==> src/hdl/i2rd_pkg.sv <==
// ---------------------------------------------------------------------------
// i2rd_pkg
// Types and constants shared by the radix converter modules.
// ---------------------------------------------------------------------------
package i2rd_pkg;

    localparam int VALUE_BITS = 64;
    localparam int IN_W       = 64;
    localparam int BASE_W     = 6;
    localparam int DIGIT_W    = 6;
    localparam int SIGN_W     = 2;
    localparam int CNT_W      = $clog2(VALUE_BITS);

    localparam logic [BASE_W-1:0] BASE_MIN = BASE_W'(2);
    localparam logic [BASE_W-1:0] BASE_MAX = BASE_W'(36);

    typedef enum logic [SIGN_W-1:0] {
        SGN_ZERO = 2'd0,
        SGN_POS  = 2'd1,
        SGN_NEG  = 2'd2
    } sign_t;

    typedef enum logic [1:0] {
        ST_IDLE,
        ST_DIV,
        ST_OUT
    } state_t;

    // sequencer to divider
    typedef struct packed {
        logic load;
        logic clear_rem;
        logic step;
    } div_cmd_t;

    // divider to sequencer
    typedef struct packed {
        logic [DIGIT_W-1:0] rem;
        logic               quo_zero;
    } div_stat_t;

endpackage

==> src/hdl/i2rd_divider.sv <==
// ---------------------------------------------------------------------------
// i2rd_divider
// Restoring divider by a small radix, one quotient bit per step.
// ---------------------------------------------------------------------------
module i2rd_divider
(
    input  logic                               clk,
    input  logic                               rst_n,
    input  i2rd_pkg::div_cmd_t                 cmd,
    input  logic [i2rd_pkg::VALUE_BITS-1:0]    load_value,
    input  logic [i2rd_pkg::BASE_W-1:0]        load_base,
    output i2rd_pkg::div_stat_t                stat
);

    logic [i2rd_pkg::VALUE_BITS-1:0] quo_reg;
    logic [i2rd_pkg::VALUE_BITS-1:0] quo_next;
    logic [i2rd_pkg::DIGIT_W-1:0]    rem_reg;
    logic [i2rd_pkg::DIGIT_W-1:0]    rem_next;
    logic [i2rd_pkg::BASE_W-1:0]     base_reg;
    logic [i2rd_pkg::BASE_W-1:0]     base_next;
    logic [i2rd_pkg::DIGIT_W:0]      trial;
    logic [i2rd_pkg::DIGIT_W:0]      diff;
    logic                            ge;

    always_comb
    begin
        trial = {rem_reg, quo_reg[i2rd_pkg::VALUE_BITS-1]};
        ge    = (trial >= {1'b0, base_reg});
        diff  = trial - {1'b0, base_reg};

        quo_next  = quo_reg;
        rem_next  = rem_reg;
        base_next = base_reg;

        if (cmd.load)
        begin
            quo_next  = load_value;
            rem_next  = '0;
            base_next = load_base;
        end
        else if (cmd.clear_rem)
        begin
            rem_next = '0;
        end
        else if (cmd.step)
        begin
            quo_next = {quo_reg[i2rd_pkg::VALUE_BITS-2:0], ge};
            rem_next = ge ? diff[i2rd_pkg::DIGIT_W-1:0] : trial[i2rd_pkg::DIGIT_W-1:0];
        end
    end

    always_ff @(posedge clk or negedge rst_n)
    begin
        if (!rst_n)
        begin
            quo_reg  <= '0;
            rem_reg  <= '0;
            base_reg <= i2rd_pkg::BASE_MIN;
        end
        else
        begin
            quo_reg  <= quo_next;
            rem_reg  <= rem_next;
            base_reg <= base_next;
        end
    end

    assign stat.rem      = rem_reg;
    assign stat.quo_zero = (quo_reg == '0);

endmodule

==> src/hdl/i2rd_ctrl.sv <==
// ---------------------------------------------------------------------------
// i2rd_ctrl
// Sequencer: takes an item, runs one division per digit, hands out digits.
// ---------------------------------------------------------------------------
module i2rd_ctrl
(
    input  logic                  clk,
    input  logic                  rst_n,
    input  logic                  in_valid,
    output logic                  in_ready,
    input  logic                  raw_zero,
    input  logic                  raw_neg,
    output logic                  out_valid,
    input  logic                  out_ready,
    output i2rd_pkg::sign_t       sign_out,
    input  i2rd_pkg::div_stat_t   stat,
    output i2rd_pkg::div_cmd_t    cmd
);

    i2rd_pkg::state_t            state_reg;
    i2rd_pkg::state_t            state_next;
    i2rd_pkg::sign_t             sign_reg;
    i2rd_pkg::sign_t             sign_next;
    logic [i2rd_pkg::CNT_W-1:0]  cnt_reg;
    logic [i2rd_pkg::CNT_W-1:0]  cnt_next;
    logic                        in_fire;
    logic                        out_fire;
    logic                        cnt_done;

    assign in_fire  = in_valid && (state_reg == i2rd_pkg::ST_IDLE);
    assign out_fire = out_ready && (state_reg == i2rd_pkg::ST_OUT);
    assign cnt_done = (cnt_reg == i2rd_pkg::CNT_W'(i2rd_pkg::VALUE_BITS - 1));

    // next state
    always_comb
    begin
        state_next = state_reg;
        case (state_reg)
            i2rd_pkg::ST_IDLE:
            begin
                if (in_valid)
                begin
                    state_next = raw_zero ? i2rd_pkg::ST_OUT : i2rd_pkg::ST_DIV;
                end
            end
            i2rd_pkg::ST_DIV:
            begin
                if (cnt_done)
                begin
                    state_next = i2rd_pkg::ST_OUT;
                end
            end
            i2rd_pkg::ST_OUT:
            begin
                if (out_ready)
                begin
                    state_next = stat.quo_zero ? i2rd_pkg::ST_IDLE : i2rd_pkg::ST_DIV;
                end
            end
            default:
            begin
                state_next = i2rd_pkg::ST_IDLE;
            end
        endcase
    end

    // outputs
    always_comb
    begin
        in_ready      = 1'b0;
        out_valid     = 1'b0;
        cmd.load      = 1'b0;
        cmd.clear_rem = 1'b0;
        cmd.step      = 1'b0;
        case (state_reg)
            i2rd_pkg::ST_IDLE:
            begin
                in_ready = 1'b1;
                cmd.load = in_valid;
            end
            i2rd_pkg::ST_DIV:
            begin
                cmd.step = 1'b1;
            end
            i2rd_pkg::ST_OUT:
            begin
                out_valid     = 1'b1;
                cmd.clear_rem = out_ready && !stat.quo_zero;
            end
            default:
            begin
                in_ready = 1'b0;
            end
        endcase
    end

    always_comb
    begin
        sign_next = sign_reg;
        cnt_next  = cnt_reg;
        if (in_fire)
        begin
            sign_next = raw_zero ? i2rd_pkg::SGN_ZERO :
                        (raw_neg ? i2rd_pkg::SGN_NEG : i2rd_pkg::SGN_POS);
            cnt_next  = '0;
        end
        else if (out_fire)
        begin
            cnt_next = '0;
        end
        else if (state_reg == i2rd_pkg::ST_DIV)
        begin
            cnt_next = cnt_reg + 1'b1;
        end
    end

    always_ff @(posedge clk or negedge rst_n)
    begin
        if (!rst_n)
        begin
            state_reg <= i2rd_pkg::ST_IDLE;
            sign_reg  <= i2rd_pkg::SGN_ZERO;
            cnt_reg   <= '0;
        end
        else
        begin
            state_reg <= state_next;
            sign_reg  <= sign_next;
            cnt_reg   <= cnt_next;
        end
    end

    assign sign_out = sign_reg;

endmodule

==> src/hdl/integer_to_radix_digits.sv <==
// ---------------------------------------------------------------------------
// integer_to_radix_digits
// Binary to radix 2..36 conversion by repeated division, digits LS first.
// ---------------------------------------------------------------------------
// One item is taken when idle; in_ready stays low until its last digit is
// taken. Each digit takes a full pass of the shared bit-serial divider and
// then its output handshake; zero skips the divider and gives its single
// digit. Digits come out least significant first, each with the sign code
// of the whole number, and last is set on the most significant digit.
module integer_to_radix_digits
(
    input  logic                              clk,
    input  logic                              rst_n,
    input  logic                              in_valid,
    output logic                              in_ready,
    input  logic [i2rd_pkg::IN_W-1:0]         value,
    input  logic                              is_signed,
    input  logic [i2rd_pkg::BASE_W-1:0]       base,
    output logic                              out_valid,
    input  logic                              out_ready,
    output logic [i2rd_pkg::DIGIT_W-1:0]      digit,
    output logic [i2rd_pkg::SIGN_W-1:0]       sign,
    output logic                              last
);

    logic [i2rd_pkg::VALUE_BITS-1:0] raw;
    logic [i2rd_pkg::VALUE_BITS-1:0] mag;
    logic [i2rd_pkg::BASE_W-1:0]     base_clamped;
    logic                            raw_neg;
    logic                            raw_zero;
    i2rd_pkg::div_cmd_t              cmd;
    i2rd_pkg::div_stat_t             stat;
    i2rd_pkg::sign_t                 sign_code;

    assign raw      = value[i2rd_pkg::VALUE_BITS-1:0];
    assign raw_neg  = is_signed && raw[i2rd_pkg::VALUE_BITS-1];
    assign raw_zero = (raw == '0);
    // most negative value negates to itself, read unsigned it is the magnitude
    assign mag      = raw_neg ? (~raw + 1'b1) : raw;

    always_comb
    begin
        if (base < i2rd_pkg::BASE_MIN)
        begin
            base_clamped = i2rd_pkg::BASE_MIN;
        end
        else if (base > i2rd_pkg::BASE_MAX)
        begin
            base_clamped = i2rd_pkg::BASE_MAX;
        end
        else
        begin
            base_clamped = base;
        end
    end

    i2rd_ctrl u_ctrl
    (
        .clk       (clk),
        .rst_n     (rst_n),
        .in_valid  (in_valid),
        .in_ready  (in_ready),
        .raw_zero  (raw_zero),
        .raw_neg   (raw_neg),
        .out_valid (out_valid),
        .out_ready (out_ready),
        .sign_out  (sign_code),
        .stat      (stat),
        .cmd       (cmd)
    );

    i2rd_divider u_div
    (
        .clk        (clk),
        .rst_n      (rst_n),
        .cmd        (cmd),
        .load_value (mag),
        .load_base  (base_clamped),
        .stat       (stat)
    );

    assign digit = stat.rem;
    assign sign  = sign_code;
    assign last  = stat.quo_zero;

endmodule

==> config.mk <==
export PLATFORM = sky130hd
export DESIGN_NAME = integer_to_radix_digits
export DESIGN_NICKNAME = d
export VERILOG_FILES = /design/src/hdl/i2rd_pkg.sv /design/src/hdl/i2rd_divider.sv /design/src/hdl/i2rd_ctrl.sv /design/src/hdl/integer_to_radix_digits.sv
export SDC_FILE = /design/constraint.sdc
export NUM_CORES = 1
export LEC_CHECK = 0
export ABC_CLOCK_PERIOD_IN_PS = 2300
export BUFFER_PORTS_ARGS = -buffer_cell sky130_fd_sc_hd__buf_2
export CORE_AREA = 2 2 117 119
export DETAILED_ROUTE_END_ITERATION = 12
export DIE_AREA = 0 0 119 121
export SLEW_MARGIN = 20
export SYNTH_ARGS = -nofsm -noshare
export SYNTH_HDL_FRONTEND = slang
export SYNTH_SLANG_ARGS = --single-unit
==> constraint.sdc <==
create_clock -name clk -period 2.3 [get_ports clk]
set_clock_uncertainty 0.1 [all_clocks]
set_input_delay 0.69 -clock clk [delete_from_list [all_inputs] [get_ports clk]]
set_output_delay 0.69 -clock clk [all_outputs]
set_load 0.02 [all_outputs]
**Word-level counts from Yosys, hierarchy flattened**

Index checks and enable logic that the tools add are counted.

- $add $sub $neg: 3
- Reductions and logical operators: 13
- Magnitude comparators: 3
- Bitwise operators: 1
- Muxes and demuxes: 26
- Eq/ne operators: 7

Operator list:

| operator | number |
|---|---|
| $mux 64 | 4 |
| $logic_not 64->1 | 2 |
| $add 64x1->64 const B | 1 |
| $not 64->64 | 1 |
| $mux 6 | 9 |
| $mux 2 | 6 |
| $ge 7x6->1 | 1 |
| $add 6x1->6 const B | 1 |
| $eq 6x6->1 const B | 1 |
| $gt 6x6->1 const B | 1 |
| $lt 6x2->1 const B | 1 |
| $mux 1 | 6 |
| $pmux 2 s3 | 1 |
| $reduce_bool 3->1 | 2 |
| $sub 6x6->6 | 1 |
| $logic_and 1x1->1 | 4 |
| $ne 2x1->1 const B | 2 |
| $ne 2x2->1 const B | 2 |
| $reduce_and 3->1 | 1 |
| $eq 2x1->1 const B | 1 |
| $eq 2x2->1 const B | 1 |
| $logic_not 2->1 | 1 |
| $reduce_and 2->1 | 1 |
| $reduce_bool 2->1 | 1 |
| $logic_not 1->1 | 1 |

- Word-level logic and storage cells: 59
- Register bits after elaboration: 86
- Output and inout port bits: 11

**Logic depth before layout (Yosys ltp)**

Gate-level depths: netlist of the first run.

- Word-level depth: 6
- Gate-level depth with buffers: 9
- Gate-level depth less buffers: 9

**Modules after synthesis**

A second synthesis of the first run with hierarchy kept.

- Cells, all modules: 670
- Area total of the unflattened synthesis: 5960.7 µm²

Modules (own cells, without submodules):

| module | sequential area each (µm²) | cells an instance | area an instance (µm²) | times used |
|---|---|---|---|---|
| i2rd_divider | 1903.1 | 377 | 3799.9 | 1 |
| integer_to_radix_digits | 0.0 | 240 | 1616.6 | 1 |
| i2rd_ctrl | 250.2 | 53 | 544.3 | 1 |

**Worst setup path before layout of the first run**

OpenSTA, ideal clock, no wires.

- Path kind: input -> register
- From: in value[40] (netlist bit)
- To: reg u_ctrl.state_reg[0]
- Data required time: 2074 ps
- Data arrival time: 2545 ps
- Stages on the path: 8
- Path slack: -472 ps
- Library setup time: 126 ps
- Path through: buf_2 > nor4_1 > nor4b_4 > and3b_1 > buf_6 > nand2_4 > or3_4 > a221o_1

- Longest elaborated chain between the ends: 4

Ends and longest elaborated chain:

| item | line | text |
|---|---|---|
| start, declared | integer_to_radix_digits.sv:16 | `input logic [i2rd_pkg::IN_W-1:0] value,` |
| $logic_not 64->1 | integer_to_radix_digits.sv:37 | `assign raw_zero = (raw == '0);` |
| $mux 2 | i2rd_ctrl.sv:43 | `state_next = raw_zero ? i2rd_pkg::ST_OUT : i2rd_pkg::ST_DIV;` |
| $mux 2 | i2rd_ctrl.sv:41 | `if (in_valid)` |
| $pmux 2 s3 | i2rd_ctrl.sv:38 | `case (state_reg)` |
| end signal, assigned | i2rd_ctrl.sv:121 | `state_reg <= i2rd_pkg::ST_IDLE;` |
| end signal, assigned | i2rd_ctrl.sv:127 | `state_reg <= state_next;` |
| end, declared | i2rd_ctrl.sv:20 | `i2rd_pkg::state_t state_reg;` |

Every way passes these cells. The select of a mux whose other input is x is not followed.
A chain may end at the register's enable or synchronous reset.

**Worst setup path after layout of the first run**

- From: reg u_div.quo_reg[9] (netlist bit)
- To: out last

- Longest elaborated chain between the ends: 1

Ends and longest elaborated chain:

| item | line | text |
|---|---|---|
| start, declared | i2rd_divider.sv:15 | `logic [i2rd_pkg::VALUE_BITS-1:0] quo_reg;` |
| start signal, assigned | i2rd_divider.sv:62 | `quo_reg <= quo_next;` |
| $logic_not 64->1 | i2rd_divider.sv:69 | `assign stat.quo_zero = (quo_reg == '0);` |
| end, declared | integer_to_radix_digits.sv:23 | `output logic last` |

Every way passes these cells.

==> reports/qor.yml, run 1 <==
cts.htree.levels: 3
clkPwrFrac_pct: 17.9
gr-usage-all-layers_pct: 26.8
final_cells: 1077
portBuffers: 85
grt_max_degree: 65
antenna_found_initial: 0
drive_gt1_share_pct: 40.1
largest_register_ffs: 64
dp_cells: 1038
fin_area_mm2: 0.00861
vdd_drop_max_uv: 542
cts_buffer_depth: 2
drt-total-wl_um: 19600
syn_avg_cell_area_um2: 8.85
synth_fp_nets: 737
multi_input_area_mm2: 0.00382
async_flop_share_pct: 100
critPathKind: "reg -> out"
fin_ws_ns: -0.456
synth.distinct_cells: 62
drtPass1Iterations: 4
ys_ff_latch: 86
start_kind: "register"
fin_nets: 980
synth_ff_type: "dfrtp_1"
grt_pass1_wl_um: 30900
synth_top_area_share_pct: 36.8
num_antenna_cells: 0
fillers: 1077
tritoncts: "built"
maxCapViolCount: 0
maxSlewHeadroom_pct: 62.0
syn_area_mm2: 0.00578
rsz0062_at_grt: "yes"
finalCritPeriodShare_pct: 120
clock_sinks: 86
combPwrFrac_pct: 46.2
postRouteAntennaNets: 0
synth_cells: 653
io_pins: 86
ys_warn_count: 0
vias: 6359
die_w_um: 119
drc: 0
hold_ws_ns: 0.159
fin_crit_ns: 2.76
floorplan.initialDensity_pct: 44.2
dpl.hpwl_um: 13900
grt_pass1_vias: 6094
hold_path.class: "in -> async"
max_slew.worst_pin.slew_ns: 0.570
sw_frac_of_total_pct: 39.4
placed_cell_area_mm2: 0.00773
num_rows: 42
syn_to_final_growth_pct: 49.0
synth_edf_count: 0
synth_commonest_cells: "dfrtp_1, o21ai_0, a21oi_1"
timing.fmax_mhz: 363
status: "complete, but fails checks"
drt-initial-drc-count: 519
ys_seq_area_share_pct: 37.3
required_ns: 1.51
yosys.area.top_type: "dfrtp_1"
cts_buffers: 9
core-area_mm2: 0.0131
power.internal_uw: 5060
yosysMostFrequentCell: "dfrtp_1"
power_density_mw_per_mm2: 970
hold_violations: 0
worstPathArrival_ns: 1.97
clk_latency_ns: 0.36
die_y_um: 121
wl_per_cell_um: 18.2
switchingPower_uw: 3290
dieArea_mm2: 0.0144
power_leakage_uw: 0.00374
maxSlewViolCount: 0
path_max_fanout: 2
violations: "setup timing"
place.gp.congestion: 0.920
cp-end-kind: "primary output"
path_clk_slew_ns: 0.06
avgViaCountPerCell: 5.90
grt_overflow: 0
seqPwrFrac_pct: 35.8
setup_viol: 10
dp_slack_ns: -0.553
seqCellArea_mm2: 0.00215
synthTopCellsByArea: "dfrtp_1, o21ai_0, a22o_1, a21oi_1, a22oi_1"
cts-root-buf: "clkbuf_16"
cell families (layout without fill, tap and decap cells):
| logic type | Yosys count | in the layout | share of synthesized area, % |
|---|---|---|---|
| AOI/OAI and AO/OA | 247 | 247 | 27.5 |
| and+or+nand+nor | 198 | 198 | 20.4 |
| muxes | 20 | 20 | 3.48 |
| DFF | 86 | 86 | 37.3 |
| xor gates and xnor gates | 34 | 34 | 5.15 |
| adders and majority gates | 10 | 10 | 2.25 |
| buffers and inverters | 58 | 306 | 3.96 |
routing by layer:
layer | wire (um) | vias up | GRT usage, % | share of wire, %
met5 | 0 | - | 0 | 0
met4 | 333 | 0 | 8.56 | 1.7
met3 | 1120 | 23 | 4.61 | 5.7
met2 | 9400 | 232 | 43.5 | 48
met1 | 8780 | 3101 | 36.6 | 45
li1 | - | 3003 | - | -
final cells by class:
cell class,count,area share (%)
Multi-Input combinational cell,509,44.4
Sequential cell,86,25.0
Timing Repair Buffer,274,24.0
Clock buffer,10,2.66
Tap cell,176,2.56
Clock inverter,6,0.712
Inverter,16,0.697
power by group through the flow:
| stage | clock network, uW | logic (uW) | registers (uW) |
|---|---|---|---|
| after floorplan | 0 | 2140 | 2840 |
| after global placement | 0 | 3520 | 2890 |
| after detailed placement | 0 | 3640 | 2910 |
| after CTS | 1520 | 3700 | 2940 |
| after global routing | 1570 | 4280 | 3080 |
| final | 1500 | 3860 | 2990 |
worst max-delay path, cell delays in order (launching register included):
cell and delay, ns:
dfrtp_1 0.41, nor4_4 0.32, buf_4 0.16, nand4_1 0.10
nor4_2 0.33, buf_4 0.18, buf_6 0.11
per-stage QoR:
stage,total power [uW],setup TNS (ns),util (%)
floorplan,4990,-4.04,-
global placement,6410,-14.83,59.0
detailed placement,6550,-15.47,59.0
CTS,8150,-0.652,62.6
global route,8940,-2.22,65.8
finish,8350,-0.759,65.8
worst paths after layout:
path | startpoint | to | slack, ns | cells past startpoint
max in group asynchronous | rst_n | u_div.quo_reg[8]$_DFFE_PN0P_ | 1.42 | 2
min in group clk | u_div.base_reg[1]$_DFFE_PN1P_ | u_div.base_reg[1]$_DFFE_PN1P_ | 0.38 | 2
worst max register to register | u_div.quo_reg[9]$_DFFE_PN0P_ | u_div.rem_reg[0]$_DFFE_PN0P_ | -0.03 | 10
worst min-delay path | rst_n | u_div.rem_reg[3]$_DFFE_PN0P_ | 0.16 | 1
worst min register to register | u_div.base_reg[1]$_DFFE_PN1P_ | u_div.base_reg[1]$_DFFE_PN1P_ | 0.38 | 2
worst max-delay path | u_div.quo_reg[9]$_DFFE_PN0P_ | last | -0.46 | 6
what timing repair did:
| item | CTS | global route |
|---|---|---|
| pin swaps | 16 | 41 |
| endpoints found under the hold margin | 0 | 0 |
| hold buffers | 0 | 0 |
| setup endpoints to repair | 22 | 46 |
| buffers inserted | 8 | 16 |
| gates resized for setup | 25 | 73 |
cell usage in the layout, fill, tap and decap left out, types with 4 or more instances in the layout:
cell type  Yosys  final
or3_1          6      5
ha_1           8      8
nand2_1       31     30
buf_12         0      7
a21oi_1       49     49
mux2i_1       19     19
a22oi_1       28     28
nor2_4         0      4
nor3_2         0      4
dfrtp_1       85     85
a22o_1        34     34
a31oi_1       16     15
o31ai_1        7      6
nor2_1        41     35
xnor2_1       14     14
buf_8          0      4
nor3_1        26     19
inv_1         16     16
nor4_1        31     16
buf_6          1     18
a211oi_2       0      5
nand4_1       15     15
buf_2          3     70
nor4_2         6     10
o21ai_1        2     22
clkbuf_16      0      9
o2bb2ai_2      0      4
buf_4          0    175
nand3_1        7      6
o21ai_0       76     56
xor2_1        20     20
a211oi_1      12      7
nor4_4         3     14
No activity file was read; power rests on OpenSTA's default activity.
==> inputs of run 2 (changes only) <==
--- a/config.mk
+++ b/config.mk
@@ -10,6 +10,7 @@
 export CORE_AREA = 2 2 117 119
 export DETAILED_ROUTE_END_ITERATION = 12
 export DIE_AREA = 0 0 119 121
+export SKIP_CTS_REPAIR_TIMING = 1
 export SLEW_MARGIN = 20
 export SYNTH_ARGS = -nofsm -noshare
 export SYNTH_HDL_FRONTEND = slang
==> run 2 against run 1 <==
  * The run still ends with setup timing left
  * Register-to-register slack about the same
  * Hold slack worse by 0.0024 ns
  * Cell count about the same
  * Total power down 0.17%
  * Critical path depth unchanged
  * Critical path type unchanged
==> reports/qor.yml, run 2 (synthesis gave the netlist of run 1 again) <==
grt_pass1_wl_um: 30600  # -0.96%
postRouteAntennaNets: 0  # unchanged
start_kind: "register"
io_pins: 86  # unchanged
cp-startpoint: "u_div.quo_reg[9]$_DFFE_PN0P_"
fin_crit_ns: 2.77  # +0.0153 ns
r2r_setup_slack_ns: -0.03  # about the same
critPathKind: "reg -> out"
setup_viol: 13  # +3
vdd_drop_max_uv: 539  # -0.49%
num_rows: 42  # unchanged
num_antenna_cells: 0  # unchanged
drt-total-wl_um: 19500  # -0.43%
final_common_cell: "buf_4"
hold_path.class: "in -> async"
cts-root-buf: "clkbuf_16"
required_ns: 1.51  # about the same
antenna_found_initial: 0  # unchanged
drt-initial-drc-count: 499  # -3.9%
maxSlewHeadroom_pct: 60.9  # -1.1 points
cp-end-kind: "primary output"
die_y_um: 121  # unchanged
die_w_um: 119  # unchanged
dpl.hpwl_um: 13900  # unchanged
gr-usage-all-layers_pct: 26.6  # -0.25 points
drive_gt1_share_pct: 40.1  # +0.045 points
status: "complete, but fails checks"
path_max_fanout: 2  # unchanged
clk_latency_ns: 0.36  # about the same
grt_max_degree: 65  # unchanged
cts_buffer_depth: 2  # unchanged
vias: 6403  # +0.69%
maxCapViolCount: 0  # unchanged
grt_overflow: 0  # unchanged
power_leakage_uw: 0.00373  # -0.32%
fillers: 1061  # -1.5%
grt_pass1_vias: 5986  # -1.8%
seqCellArea_mm2: 0.00215  # unchanged
finalCritPeriodShare_pct: 120  # +0.67 points
largest_register_ffs: 64  # unchanged
power_density_mw_per_mm2: 970  # about the same
timing.fmax_mhz: 361  # -0.55%
place.gp.congestion: 0.920  # unchanged
floorplan.initialDensity_pct: 44.2  # unchanged
cts_buffers: 9  # unchanged
clock_sinks: 86  # unchanged
dieArea_mm2: 0.0144  # unchanged
maxSlewViolCount: 0  # unchanged
fin_nets: 979  # -0.10%
multi_input_area_mm2: 0.00381  # -0.16%
drc: 0  # unchanged
max_slew.worst_pin.slew_ns: 0.587  # +0.0169 ns
worstPathArrival_ns: 1.98  # about the same
final_cell_mix: "buf_4, dfrtp_1, buf_2"
power_uw: 8340  # -0.17%
fin_setup_tns_ns: -0.843  # -0.0834 ns
violations: "setup timing"
wl_per_cell_um: 18.2  # -0.34%
avgViaCountPerCell: 5.95  # +0.79%
rsz0062_at_grt: "yes"
tritoncts: "built"
hold_violations: 0  # unchanged
portBuffers: 85  # unchanged
core-area_mm2: 0.0131  # unchanged
cts.htree.levels: 3  # unchanged
r2r-start: "u_div.quo_reg[9]$_DFFE_PN0P_"
syn_to_final_growth_pct: 48.8
fin_ws_ns: -0.471  # -0.0153 ns
drtPass1Iterations: 6  # +2
path_clk_slew_ns: 0.07  # about the same
==> run 2: cell count changes in the layout (fill, tap and decap cells not counted), sizes merged <==
| cell | delta |
|---|---|
| buf | -1 |
==> run 2: stage by stage <==
| step | setup WS (ns) | area [um^2] | cells | hold WS (ns) | utilization (%) |
|---|---|---|---|---|---|
| after global placement | -0.532 | 7730 | 1038 | 0.362 | 59.0 |
| after global routing | -0.520 | 8600 | 1076 | 0.171 | 65.7 |
| final | -0.471 | 8600 | 1076 | 0.157 | 65.7 |
| after detailed placement | -0.553 | 7730 | 1038 | 0.375 | 59.0 |
| after floorplan | -0.429 | 5910 | 653 | 0.294 | - |
| after CTS | -0.665 | 8020 | 1054 | 0.160 | 61.3 |
==> run 2: worst paths after layout <==
| path | endpoint | cells past startpoint |
|---|---|---|
| max | last | 6 |
| max in group asynchronous | u_ctrl.cnt_reg[0]$_DFFE_PN0P_ | 2 |
| min in group clk | u_div.base_reg[1]$_DFFE_PN1P_ | 2 |
| max reg2reg | u_div.rem_reg[0]$_DFFE_PN0P_ | 10 |
| min | u_div.rem_reg[3]$_DFFE_PN0P_ | 1 |
| min reg2reg | u_div.base_reg[1]$_DFFE_PN1P_ | 2 |
==> run 2: critical path, cell delays in order (launching register included) <==
cell,delay [ns]
dfrtp_1,0.41
nor4_4,0.32
buf_4,0.16
nand4_1,0.11
nor4_2,0.33
buf_4,0.18
buf_6,0.11
==> run 2: final cells by class <==
class	count	share of cell area (%)
timing repair buffer	273	24.0
clock buffer	10	2.66
clock inverter	6	0.713
sequential	86	25.0
multi-input combinational	509	44.4
tap	176	2.56
inverter	16	0.698
==> run 2: per-layer routing <==
metal	GRT usage [%]	routed length [um]	part of all wire (%)	up-vias
met2	42.6	9200	47	233
met5	0	0	0	-
met1	36.7	8750	45	3128
met3	4.79	1210	6.2	33
li1	-	-	-	3009
met4	7.96	382	2.0	0
==> run 2: report_power, final <==
group	internal (uW)	switching, uW	total (uW)
Sequential	2290	691	2980
Clock	841	654	1490
Combinational	1930	1930	3860
==> inputs of run 3 (changes only) <==
--- a/config.mk
+++ b/config.mk
@@ -7,11 +7,11 @@
 export LEC_CHECK = 0
 export ABC_CLOCK_PERIOD_IN_PS = 2300
 export BUFFER_PORTS_ARGS = -buffer_cell sky130_fd_sc_hd__buf_2
-export CORE_AREA = 2 2 117 119
+export CORE_AREA = 2 2 134 104
 export DETAILED_ROUTE_END_ITERATION = 12
-export DIE_AREA = 0 0 119 121
+export DIE_AREA = 0 0 136 106
 export SKIP_CTS_REPAIR_TIMING = 1
-export SLEW_MARGIN = 20
+export SLEW_MARGIN = 15
 export SYNTH_ARGS = -nofsm -noshare
 export SYNTH_HDL_FRONTEND = slang
 export SYNTH_SLANG_ARGS = --single-unit
==> run 3 against run 2 <==
  * The flow still finishes with violations (setup timing)
  * Setup slack improved by 0.043 ns
  * Design area barely moved
  * Sequential power barely moved
  * Maximum frequency rose by 1.6%
  * Hold slack got worse by 0.0068 ns
  * Die area rose by 0.12%
  * Largest power group unchanged
  * Highest routed layer unchanged
==> reports/qor.yml, run 3 (synthesis gave the netlist of run 1 again) <==
postRouteAntennaNets: 0  # unchanged
cp_cell_sequence: "nor4_4 > buf_4 > nand4_1 > nor4_2 > buf_4 > buf_4"
grt_max_degree: 45  # -31%
dieArea_mm2: 0.0144  # +0.12%
fin_ws_ns: -0.428  # +0.0434 ns
cts_buffers: 9  # unchanged
power_leakage_uw: 0.00375  # +0.51%
die_w_um: 136  # +14%
vdd_drop_max_uv: 640  # +19%
grt_pass1_wl_um: 31900  # +4.1%
power_density_mw_per_mm2: 981  # +1.2%
status: "complete, but fails checks"
cts.htree.levels: 3  # unchanged
fin_crit_ns: 2.73  # -0.0434 ns
placed_cell_area_mm2: 0.00780  # +0.96%
io_pins: 86  # unchanged
fin_area_mm2: 0.00859  # about the same
grt_pass1_vias: 6267  # +4.7%
clk_latency_ns: 0.35  # about the same
maxSlewHeadroom_pct: 67.0  # +6.1 points
fin_util_pct: 64.9  # -0.83 points
busiest_layer: "met2"
finalCritPeriodShare_pct: 119  # -1.9 points
fin_nets: 989  # +1.0%
drt-initial-drc-count: 515  # +3.2%
drtPass1Iterations: 7  # +1
cp-end-kind: "primary output"
portBuffers: 85  # unchanged
avgViaCountPerCell: 5.97  # +0.30%
clock_sinks: 86  # unchanged
critPathKind: "reg -> out"
final_cells: 1085  # +0.84%
syn_to_final_growth_pct: 48.6  # about the same
place.gp.congestion: 0.912  # -0.91%
dp_cells: 1052  # +1.3%
setup_viol: 17  # +4
drc: 0  # unchanged
wl_per_cell_um: 18.6  # +2.3%
grtUsageMet2_pct: 45.3  # +2.7 points
final_common_cell: "buf_4"
num_rows: 37  # -12%
antenna_found_initial: 0  # unchanged
crit_top_cell: "buf_4"
num_antenna_cells: 0  # unchanged
path_clk_slew_ns: 0.07  # about the same
maxCapViolCount: 0  # unchanged
timing.fmax_mhz: 367  # +1.6%
rsz0062_at_grt: "yes"
drive_gt1_share_pct: 40.0  # -0.11 points
final_cell_mix: "buf_4, dfrtp_1, buf_2"
use_met3_pct: 4.96  # +0.17 points
die_y_um: 106  # -12%
drt-total-wl_um: 20200  # +3.1%
path_max_fanout: 2  # unchanged
grtUsageMet1_pct: 38.4  # +1.7 points
cts_buffer_depth: 2  # unchanged
hold_ws_ns: 0.150  # -0.00679 ns
worstPathArrival_ns: 1.94  # -0.04 ns
grt_overflow: 0  # unchanged
slowest_delay_ns: 0.41  # about the same
violations: "setup timing"
dpl.hpwl_um: 15000  # +7.7%
max_slew.worst_pin.slew_ns: 0.490  # -0.0967 ns
tritoncts: "built"
floorplan.initialDensity_pct: 43.7  # -0.52 points
maxSlewViolCount: 0  # unchanged
hold_violations: 0  # unchanged
start_kind: "register"
hold_path.class: "in -> async"
critPathSlowestCell: "dfrtp_1"
cts-root-buf: "clkbuf_16"
core-area_mm2: 0.0132  # +1.2%
largest_register_ffs: 64  # unchanged
vias: 6476  # +1.1%
gr-usage-all-layers_pct: 27.9  # +1.4 points
required_ns: 1.51  # about the same
==> run 3: path summary, 6_finish.rpt <==
| path | from | to | slack, ns | depth (start not counted) |
|---|---|---|---|---|
| setup / recovery | u_div.quo_reg[6]$_DFFE_PN0P_ | last | -0.43 | 6 |
| hold / removal | rst_n | u_div.quo_reg[54]$_DFFE_PN0P_ | 0.15 | 1 |
| setup reg to reg | u_div.quo_reg[6]$_DFFE_PN0P_ | u_div.rem_reg[0]$_DFFE_PN0P_ | 0.08 | 10 |
| hold reg to reg | u_ctrl.sign_out[1]$_DFFE_PN0P_ | u_ctrl.sign_out[1]$_DFFE_PN0P_ | 0.38 | 2 |
| max in group asynchronous | rst_n | u_div.quo_reg[22]$_DFFE_PN0P_ | 1.35 | 2 |
| min in group clk | u_ctrl.sign_out[1]$_DFFE_PN0P_ | u_ctrl.sign_out[1]$_DFFE_PN0P_ | 0.38 | 2 |
==> run 3: final cells by class <==
| type | count | area [um^2] |
|---|---|---|
| Clock inverter | 6 | 75.1 |
| Sequential cell | 86 | 2150 |
| Tap cell | 175 | 219 |
| Timing Repair Buffer | 283 | 2060 |
| Clock buffer | 10 | 239 |
| Fill cell | 1100 | 4650 |
| Inverter | 16 | 60.1 |
| Multi-Input combinational cell | 509 | 3790 |
==> run 3: routing by layer <==
metal  vias up  routed length [um]
met5         -                   0
met4         0                 338
met3        33                1370
met2       258                9580
met1      3158                8860
li1       3027                   -
==> run 3: critical path, delay by kind of cell, from the launching register on <==
family	cells	cell delay [ns]
buffers and inverters	3	0.45
DFF	1	0.41
and+or+nand+nor	3	0.74
==> run 3: power breakdown <==
group	internal [uW]	switching, uW	total, uW
registers	2290	704	3000
clock network	890	678	1570
logic	1940	1930	3870
total	5120	3310	8430
==> run 3: metrics by stage <==
stage	total power, uW	setup slack [ns]	setup TNS, ns
6_report	8430	-0.428	-1.76
4_1_cts	8210	-0.630	-2.38
3_3_place_gp	6460	-0.515	-15.27
3_5_place_dp	6640	-0.576	-17.94
5_1_grt	9010	-0.508	-3.16
2_1_floorplan	4990	-0.429	-4.04
